## config.mk

```make
export PLATFORM = sky130hd
export DESIGN_NAME = crc8_length_frame_receiver
export DESIGN_NICKNAME = d
export VERILOG_FILES = /design/src/hdl/crc8lfr_pkg.sv /design/src/hdl/crc8lfr_ctrl.sv /design/src/hdl/crc8lfr_dp.sv /design/src/hdl/crc8_length_frame_receiver.sv
export SDC_FILE = /design/constraint.sdc
export NUM_CORES = 1
export LEC_CHECK = 0
export BUFFER_PORTS_ARGS = -buffer_cell sky130_fd_sc_hd__buf_4
export CAP_MARGIN = 20
export CORE_MARGIN = 2
export CORE_UTILIZATION = 40
export DETAILED_ROUTE_END_ITERATION = 6
export SLEW_MARGIN = 30
export SYNTH_ARGS = -nofsm -noshare
export SYNTH_HDL_FRONTEND = slang
export SYNTH_SLANG_ARGS = --single-unit
```

## constraint.sdc

```tcl
create_clock -name clk -period 5.8 [get_ports clk]
set_input_delay 0.87 -clock clk [delete_from_list [all_inputs] [get_ports clk]]
set_output_delay 0.87 -clock clk [all_outputs]
set_load 0.05 [all_outputs]
```

## src/hdl/crc8lfr_pkg.sv

```systemverilog
package crc8lfr_pkg;

	localparam logic [7:0] CRC_POLY     = 8'h8C;
	localparam logic [7:0] ABORT_LENGTH = 8'h55;

	localparam logic [7:0] HEADER_RESET = 8'hAA;
	localparam logic [7:0] TAIL_RESET   = 8'hBB;
	localparam logic [5:0] MAXLEN_RESET = 6'd32;

	// configuration register indexes
	localparam logic [1:0] REG_HEADER = 2'd0;
	localparam logic [1:0] REG_TAIL   = 2'd1;
	localparam logic [1:0] REG_MAXLEN = 2'd2;

	typedef enum logic [1:0] {
		KIND_PAYLOAD = 2'd0,
		KIND_EMPTY   = 2'd1,
		KIND_ERROR   = 2'd2
	} result_kind_t;

	typedef enum logic [1:0] {
		ERR_NONE     = 2'd0,
		ERR_BAD_LEN  = 2'd1,
		ERR_BAD_TAIL = 2'd2,
		ERR_BAD_CRC  = 2'd3
	} fault_code_t;

	typedef enum logic [2:0] {
		OUT_LEN_ERR  = 3'd0,
		OUT_TAIL_ERR = 3'd1,
		OUT_CRC_ERR  = 3'd2,
		OUT_EMPTY    = 3'd3,
		OUT_PAYLOAD  = 3'd4
	} out_sel_t;

	typedef struct packed {
		logic     len_load;
		logic     type_load;
		logic     pay_write;
		logic     crc_load;
		logic     rep_start;
		logic     rd_issue;
		logic     out_load;
		out_sel_t out_sel;
	} ctrl_cmd_t;

	typedef struct packed {
		logic is_header;
		logic is_abort;
		logic over_limit;
		logic is_tail;
		logic crc_ok;
		logic len_zero;
		logic pay_last;
		logic rep_last;
		logic out_full;
	} dp_status_t;

	// reflected CRC-8, one byte
	function automatic logic [7:0] crc8_step(input logic [7:0] crc, input logic [7:0] b);
		logic [7:0] v;
		v = crc ^ b;
		for (int k = 0; k < 8; k++) begin
			if (v[0])
				v = (v >> 1) ^ CRC_POLY;
			else
				v = v >> 1;
		end
		return v;
	endfunction

endpackage

```

## src/hdl/crc8lfr_ctrl.sv

```systemverilog
module crc8lfr_ctrl (
	input  logic                    clk,
	input  logic                    arst_n,
	input  logic                    in_valid,
	output logic                    in_ready,
	input  crc8lfr_pkg::dp_status_t status,
	output crc8lfr_pkg::ctrl_cmd_t  cmd
);
	import crc8lfr_pkg::*;

	typedef enum logic [7:0] {
		ST_WAIT    = 8'b0000_0001,
		ST_LEN     = 8'b0000_0010,
		ST_TYPE    = 8'b0000_0100,
		ST_PAYLOAD = 8'b0000_1000,
		ST_CRC     = 8'b0001_0000,
		ST_TAIL    = 8'b0010_0000,
		ST_READ    = 8'b0100_0000,
		ST_EMIT    = 8'b1000_0000
	} state_t;

	state_t state_q, state_d;
	logic   resume_len_q, resume_len_d;
	logic   rx_phase;
	logic   take;
	state_t after_frame;

	assign rx_phase    = (state_q != ST_READ) && (state_q != ST_EMIT);
	assign in_ready    = rx_phase && !status.out_full;
	assign take        = in_valid && in_ready;
	assign after_frame = status.is_header ? ST_LEN : ST_WAIT;

	always_comb begin
		state_d      = state_q;
		resume_len_d = resume_len_q;
		cmd          = '0;
		cmd.out_sel  = OUT_PAYLOAD;
		unique case (state_q)
			ST_WAIT: begin
				if (take && status.is_header)
					state_d = ST_LEN;
			end
			ST_LEN: begin
				if (take) begin
					priority if (status.is_abort) begin
						state_d = ST_WAIT;
					end else if (status.over_limit) begin
						cmd.out_load = 1'b1;
						cmd.out_sel  = OUT_LEN_ERR;
						state_d      = after_frame;
					end else begin
						cmd.len_load = 1'b1;
						state_d      = ST_TYPE;
					end
				end
			end
			ST_TYPE: begin
				if (take) begin
					cmd.type_load = 1'b1;
					state_d       = status.len_zero ? ST_CRC : ST_PAYLOAD;
				end
			end
			ST_PAYLOAD: begin
				if (take) begin
					cmd.pay_write = 1'b1;
					if (status.pay_last)
						state_d = ST_CRC;
				end
			end
			ST_CRC: begin
				if (take) begin
					cmd.crc_load = 1'b1;
					state_d      = ST_TAIL;
				end
			end
			ST_TAIL: begin
				if (take) begin
					priority if (!status.is_tail) begin
						cmd.out_load = 1'b1;
						cmd.out_sel  = OUT_TAIL_ERR;
						state_d      = after_frame;
					end else if (!status.crc_ok) begin
						cmd.out_load = 1'b1;
						cmd.out_sel  = OUT_CRC_ERR;
						state_d      = after_frame;
					end else if (status.len_zero) begin
						cmd.out_load = 1'b1;
						cmd.out_sel  = OUT_EMPTY;
						state_d      = after_frame;
					end else begin
						cmd.rep_start = 1'b1;
						resume_len_d  = status.is_header;
						state_d       = ST_READ;
					end
				end
			end
			ST_READ: begin
				cmd.rd_issue = 1'b1;
				state_d      = ST_EMIT;
			end
			ST_EMIT: begin
				if (!status.out_full) begin
					cmd.out_load = 1'b1;
					cmd.out_sel  = OUT_PAYLOAD;
					if (status.rep_last)
						state_d = resume_len_q ? ST_LEN : ST_WAIT;
					else
						state_d = ST_READ;
				end
			end
			default: state_d = ST_WAIT;
		endcase
	end

	always_ff @(posedge clk or negedge arst_n) begin
		if (!arst_n) begin
			state_q      <= ST_WAIT;
			resume_len_q <= 1'b0;
		end else begin
			state_q      <= state_d;
			resume_len_q <= resume_len_d;
		end
	end

endmodule

```

## src/hdl/crc8lfr_dp.sv

```systemverilog
module crc8lfr_dp #(
	parameter int MAX_PAYLOAD = 32
) (
	input  logic                    clk,
	input  logic                    arst_n,
	input  logic                    cfg_valid,
	input  logic [1:0]              cfg_index,
	input  logic [7:0]              cfg_data,
	input  logic [7:0]              rx_byte,
	input  crc8lfr_pkg::ctrl_cmd_t  cmd,
	output crc8lfr_pkg::dp_status_t status,
	input  logic                    out_ready,
	output logic                    out_valid,
	output logic [1:0]              result_kind,
	output logic [1:0]              fault_code,
	output logic [7:0]              error_detail,
	output logic [7:0]              frame_type,
	output logic [5:0]              frame_length,
	output logic [4:0]              byte_position,
	output logic [7:0]              payload_value,
	output logic                    last_of_frame
);
	import crc8lfr_pkg::*;

	localparam int AW = (MAX_PAYLOAD > 1) ? $clog2(MAX_PAYLOAD) : 1;
	localparam logic [6:0] DEPTH7 = 7'(MAX_PAYLOAD);
	localparam logic [7:0] DEPTH8 = 8'(MAX_PAYLOAD);

	logic [7:0] header_q;
	logic [7:0] tail_q;
	logic [5:0] maxlen_q;

	logic [5:0] held_len_q;
	logic [7:0] held_type_q;
	logic [5:0] fill_q;
	logic [7:0] crc_q;
	logic [7:0] rx_crc_q;
	logic [5:0] rep_idx_q;
	logic [7:0] rd_data_q;

	logic [7:0] mem [MAX_PAYLOAD];

	logic [7:0] limit;
	logic [7:0] crc_next;
	logic [7:0] crc_base;
	logic       fill_in_range;

	logic       out_valid_q;
	logic [1:0] kind_q;
	logic [1:0] code_q;
	logic [7:0] detail_q;
	logic [7:0] type_q;
	logic [5:0] len_q;
	logic [4:0] pos_q;
	logic [7:0] value_q;
	logic       last_q;

	// effective limit is the smaller of the register and the store depth
	assign limit = ({2'b00, maxlen_q} > DEPTH8) ? DEPTH8 : {2'b00, maxlen_q};

	assign crc_base      = cmd.len_load ? 8'h00 : crc_q;
	assign crc_next      = crc8_step(crc_base, rx_byte);
	assign fill_in_range = {1'b0, fill_q} < DEPTH7;

	assign status.is_header  = rx_byte == header_q;
	assign status.is_abort   = rx_byte == ABORT_LENGTH;
	assign status.over_limit = rx_byte > limit;
	assign status.is_tail    = rx_byte == tail_q;
	assign status.crc_ok     = rx_crc_q == crc_q;
	assign status.len_zero   = held_len_q == 6'd0;
	assign status.pay_last   = (fill_q + 6'd1) >= held_len_q;
	assign status.rep_last   = (rep_idx_q + 6'd1) == held_len_q;
	assign status.out_full   = out_valid_q && !out_ready;

	always_ff @(posedge clk or negedge arst_n) begin
		if (!arst_n) begin
			header_q <= HEADER_RESET;
			tail_q   <= TAIL_RESET;
			maxlen_q <= MAXLEN_RESET;
		end else if (cfg_valid) begin
			unique case (cfg_index)
				REG_HEADER: header_q <= cfg_data;
				REG_TAIL:   tail_q   <= cfg_data;
				REG_MAXLEN: maxlen_q <= cfg_data[5:0];
				default:    ;
			endcase
		end
	end

	always_ff @(posedge clk or negedge arst_n) begin
		if (!arst_n) begin
			held_len_q  <= '0;
			held_type_q <= '0;
			fill_q      <= '0;
			crc_q       <= '0;
			rx_crc_q    <= '0;
			rep_idx_q   <= '0;
		end else begin
			if (cmd.len_load) begin
				held_len_q <= rx_byte[5:0];
				crc_q      <= crc_next;
			end
			if (cmd.type_load) begin
				held_type_q <= rx_byte;
				crc_q       <= crc_next;
				fill_q      <= '0;
			end
			if (cmd.pay_write) begin
				fill_q <= fill_q + 6'd1;
				crc_q  <= crc_next;
			end
			if (cmd.crc_load)
				rx_crc_q <= rx_byte;
			if (cmd.rep_start)
				rep_idx_q <= '0;
			else if (cmd.out_load && cmd.out_sel == OUT_PAYLOAD)
				rep_idx_q <= rep_idx_q + 6'd1;
		end
	end

	// payload store, registered read during replay
	always_ff @(posedge clk) begin
		if (cmd.pay_write && fill_in_range)
			mem[fill_q[AW-1:0]] <= rx_byte;
		if (cmd.rd_issue)
			rd_data_q <= mem[rep_idx_q[AW-1:0]];
	end

	always_ff @(posedge clk or negedge arst_n) begin
		if (!arst_n)
			out_valid_q <= 1'b0;
		else if (cmd.out_load)
			out_valid_q <= 1'b1;
		else if (out_ready)
			out_valid_q <= 1'b0;
	end

	always_ff @(posedge clk) begin
		if (cmd.out_load) begin
			unique case (cmd.out_sel)
				OUT_LEN_ERR: begin
					kind_q   <= KIND_ERROR;
					code_q   <= ERR_BAD_LEN;
					detail_q <= rx_byte;
					type_q   <= 8'h00;
					len_q    <= 6'd0;
					pos_q    <= 5'd0;
					value_q  <= 8'h00;
					last_q   <= 1'b1;
				end
				OUT_TAIL_ERR: begin
					kind_q   <= KIND_ERROR;
					code_q   <= ERR_BAD_TAIL;
					detail_q <= rx_byte;
					type_q   <= held_type_q;
					len_q    <= held_len_q;
					pos_q    <= 5'd0;
					value_q  <= 8'h00;
					last_q   <= 1'b1;
				end
				OUT_CRC_ERR: begin
					kind_q   <= KIND_ERROR;
					code_q   <= ERR_BAD_CRC;
					detail_q <= held_type_q;
					type_q   <= held_type_q;
					len_q    <= held_len_q;
					pos_q    <= 5'd0;
					value_q  <= 8'h00;
					last_q   <= 1'b1;
				end
				OUT_EMPTY: begin
					kind_q   <= KIND_EMPTY;
					code_q   <= ERR_NONE;
					detail_q <= 8'h00;
					type_q   <= held_type_q;
					len_q    <= 6'd0;
					pos_q    <= 5'd0;
					value_q  <= 8'h00;
					last_q   <= 1'b1;
				end
				default: begin
					kind_q   <= KIND_PAYLOAD;
					code_q   <= ERR_NONE;
					detail_q <= 8'h00;
					type_q   <= held_type_q;
					len_q    <= held_len_q;
					pos_q    <= rep_idx_q[4:0];
					value_q  <= rd_data_q;
					last_q   <= status.rep_last;
				end
			endcase
		end
	end

	assign out_valid     = out_valid_q;
	assign result_kind   = kind_q;
	assign fault_code    = code_q;
	assign error_detail  = detail_q;
	assign frame_type    = type_q;
	assign frame_length  = len_q;
	assign byte_position = pos_q;
	assign payload_value = value_q;
	assign last_of_frame = last_q;

endmodule

```

## src/hdl/crc8_length_frame_receiver.sv

```systemverilog
// Deframes header, length, type, payload, crc, tail from a byte stream with a reflected
// CRC-8 (poly 0x8C, init 0) over length, type and payload. Frame bytes are taken one per
// cycle whenever the output register is free. A good frame is then replayed from the
// single-port payload store, one registered read and one output load per byte, and no
// input request is taken meanwhile. A bad length gives one result off the length byte;
// other errors and empty frames give one off the tail. The store needs no clearing after
// reset. Configuration writes are always accepted (cfg_ready is tied high).
module crc8_length_frame_receiver #(
	parameter int MAX_PAYLOAD = 32
) (
	input  logic       clk,
	input  logic       arst_n,
	input  logic       in_valid,
	output logic       in_ready,
	input  logic [7:0] rx_byte,
	output logic       out_valid,
	input  logic       out_ready,
	output logic [1:0] result_kind,
	output logic [1:0] fault_code,
	output logic [7:0] error_detail,
	output logic [7:0] frame_type,
	output logic [5:0] frame_length,
	output logic [4:0] byte_position,
	output logic [7:0] payload_value,
	output logic       last_of_frame,
	input  logic       cfg_valid,
	output logic       cfg_ready,
	input  logic [1:0] cfg_index,
	input  logic [7:0] cfg_data
);
	import crc8lfr_pkg::*;

	ctrl_cmd_t  cmd;
	dp_status_t status;

	assign cfg_ready = 1'b1;

	crc8lfr_ctrl u_ctrl (
		.clk      (clk),
		.arst_n   (arst_n),
		.in_valid (in_valid),
		.in_ready (in_ready),
		.status   (status),
		.cmd      (cmd)
	);

	crc8lfr_dp #(
		.MAX_PAYLOAD (MAX_PAYLOAD)
	) u_dp (
		.clk           (clk),
		.arst_n        (arst_n),
		.cfg_valid     (cfg_valid),
		.cfg_index     (cfg_index),
		.cfg_data      (cfg_data),
		.rx_byte       (rx_byte),
		.cmd           (cmd),
		.status        (status),
		.out_ready     (out_ready),
		.out_valid     (out_valid),
		.result_kind   (result_kind),
		.fault_code    (fault_code),
		.error_detail  (error_detail),
		.frame_type    (frame_type),
		.frame_length  (frame_length),
		.byte_position (byte_position),
		.payload_value (payload_value),
		.last_of_frame (last_of_frame)
	);

endmodule

```

==> results.yml <==
run_status:
  status: "finished clean"
placement:
  place.gp.congestion: 0.807
  preCtsSetupSlack_ns: 1.29
  io_buffers: 64
  dp_cells: 1517
  hpwl_mm: 23.0
  placed_cell_area_um2: 17300
final_layout:
  utilization: 0.464
  fillCellCount: 3467
  post-route-cell-area_um2: 18600
  drive_gt1_frac: 0.283
  final_nets: 1076
  antenna_cells: 0
  area_growth_pct: 13.8
  largest_register_ffs: 256
  stdcell_count: 1591
synth:
  synth_mux_area_frac: 0.148
  ys_seq_area_frac: 0.674
  async_flop_share: 0.196
  synth-main-ff-cell: "edfxtp_1"
  synth_top_family_by_area: "multiplexers"
  postSynthNetCount: 1011
  ys_seq_elements: 378
  synth-xor-area-share: 0.0376
  synthSimpleGateAreaFrac: 0.0722
  yosysWarnings: 0
  netlist_area_um2: 16300
  synth_fa_ha_area_frac: 0.0130
  synth.avg_cell_area_um2: 16.8
  syn_inst: 971
  synth_enable_flop_cells: 304
  synth_compound_area_frac: 0.0382
  ys_types: 73
sta:
  hold_viol: 0
  setup-tns-final_ns: 0
  setup_slack_ns: 2.38
  rsz0062_at_grt: "false"
  drv_slew: 0
  worst_pin_slew_ns: 0.998
  skew_ns: 0.0193
  setup_viol: 0
  min_period_over_period: 0.590
  slew_headroom: 0.333
  fmax_mhz: 292
  period_needed_ns: 3.42
clocking:
  clock_latency_ns: 0.54
  cts_buffer_depth: 3
  cts_buffers: 40
  ctsHoldBuffers: 0
  ctsResizeCount: 0
  root_buffer: "clkbuf_16"
  clock_sinks: 378
  cts_setup_buffers: 0
  cts_max_level: 2
  path_clk_slew_ns: 0.06
  cts_tree: "built"
critical_path:
  startpoint_type: "flip-flop"
  startpoint: "u_ctrl.state_q[5]"
  cp-end-kind: "flip-flop"
  path_buf_inv: 0
  cp-endpoint: "u_dp.mem[9][1]"
  path_delay_family: "simple AND/OR/NAND/NOR gates"
  path_depth: 6
  cpMaxStageDelayCell: "nor2_1"
  slowest_delay_ns: 0.86
  critPathMaxFanout: 8
  path_cells: "nor4_4, nand4b_1, or2_1, nor2_1, nand2_1, nor2_1"
  reg2reg_to: "u_dp.mem[9][1]"
  reg2reg_depth: 6
  critical_path_class: "flip-flop to flip-flop"
  cp_common_cell: "nor2_1"
  arrival_ns: 3.58
  required_ns: 5.96
  r2r_start: "u_ctrl.state_q[5]"
  r2r_slack_ns: 2.38
route:
  antenna_left: 0
  routedWlPerCell_um: 22.5
  viasPerCell: 5.41
  drt-pass1-iter-count: 7
  drc: 0
  vias: 8601
  drt_wl_total_mm: 35.8
  dr.first_iter.drc_count: 654
floorplanning:
  initial_core_util: 0.408
  num_rows: 73
  dieArea_um2: 42400
  die_h_um: 206
  die_w_um: 206
  io_pins: 66
  coreArea_um2: 40000
global_routing:
  first_global_vias: 8649
  grtUsageTotal: 0.173
  antenna_found_initial: 0
  grt_pass1_wl_mm: 54.2
  globalRoute.totalOverflow: 0
  grt_max_degree: 58
power:
  leakage_nw: 6.47
  power_density_nw_per_um2: 371
  peakVddDrop_mv: 0.192
min_path:
  hold_path.class: "input pin to async pin"
run:
  maxCapViolations: 0
power by group:
part / internal [mW] / leakage [nW] / switching [mW]
clock: 1.36 / 0.602 / 1.03
combinational: 0.601 / 2.17 / 0.665
sequential: 3.07 / 3.70 / 0.163
metal layers:
metal	routed length (um)	vias to the layer above	GRT usage
met5	0	-	0
met4	676	0	0.0462
met3	2190	44	0.0317
met2	16600	264	0.265
met1	16300	4404	0.255
li1	-	3889	-
Yosys cell counts (5+ instances only):
library cell,n,area (um2)
clkbuf_1,37,139
nor3_1,7,35.0
nor2b_1,5,31.3
xnor2_1,38,333
inv_1,11,41.3
nor2_1,57,214
xor2_1,32,280
nand2b_1,13,81.3
dfrtp_1,62,1550
a22o_1,8,70.1
mux4_2,80,1800
nand3b_1,5,37.5
o21ai_0,22,110
mux2_2,44,495
dfstp_2,12,315
or3_1,5,31.3
mux2_4,6,90.1
nand3_1,21,105
ha_1,17,213
nand2_1,48,180
and2_1,27,169
nor4_1,6,37.5
buf_2,6,30.0
edfxtp_1,304,9130
nand4_1,7,43.8
a21oi_1,16,80.1
cells in the final DEF (no fill, tap or decap), drive strengths merged, types with 4 or more instances in the layout:
cell and instances:
a21o 4, a21oi 16, a22o 8, a31oi 4, and2 27, and3 4
buf 73, clkbuf 54, clkinv 13, clkinvlp 5, dfrtp 62, dfstp 12
edfxtp 304, ha 17, inv 12, mux2 52, mux4 80, nand2 48
nand2b 13, nand3 21, nand3b 5, nand4 7, nor2 57, nor2b 5
nor3 8, nor4 7, o2111ai 4, o21ai 23, or2 4, or3 5
xnor2 38, xor2 32
worst min-delay path by stage:
stage	endpoint	slack (ns)	cells past startpoint
floorplan	u_dp.held_type_q[0]	0.46	2
global placement	u_dp.maxlen_q[1]	0.50	1
detailed placement	u_dp.maxlen_q[4]	0.50	1
CTS	u_ctrl.state_q[5]	0.19	1
global route	u_ctrl.state_q[4]	0.20	1
finish	u_ctrl.state_q[5]	0.19	1
cell type report:
type	instances	area, um2	share of cell area
flip-flops and latches	378	11000	0.592
multi-input cells	531	5070	0.273
clock buffers	53	1120	0.0603
well taps	525	657	0.0354
repair buffers	74	568	0.0306
clock inverters	19	119	0.00640
inverters	11	41.3	0.00222
per-stage QoR:
stage	power [mW]	hold slack (ns)
after global placement	4.54	0.499
final	6.90	0.192
after global routing	7.19	0.200
after floorplan	4.20	0.464
after detailed placement	4.56	0.498
after CTS	6.95	0.189
cell families after synthesis:
| logic type | Yosys count |
|---|---|
| AOI/OAI and AO/OA | 86 |
| xor gates and xnor gates | 70 |
| adders and majority gates | 17 |
| buffers and inverters | 62 |
| DFF | 378 |
| muxes | 132 |
| other | 1 |
| and+or+nand+nor | 225 |
Note: power is estimated with default switching activity, not from simulation.
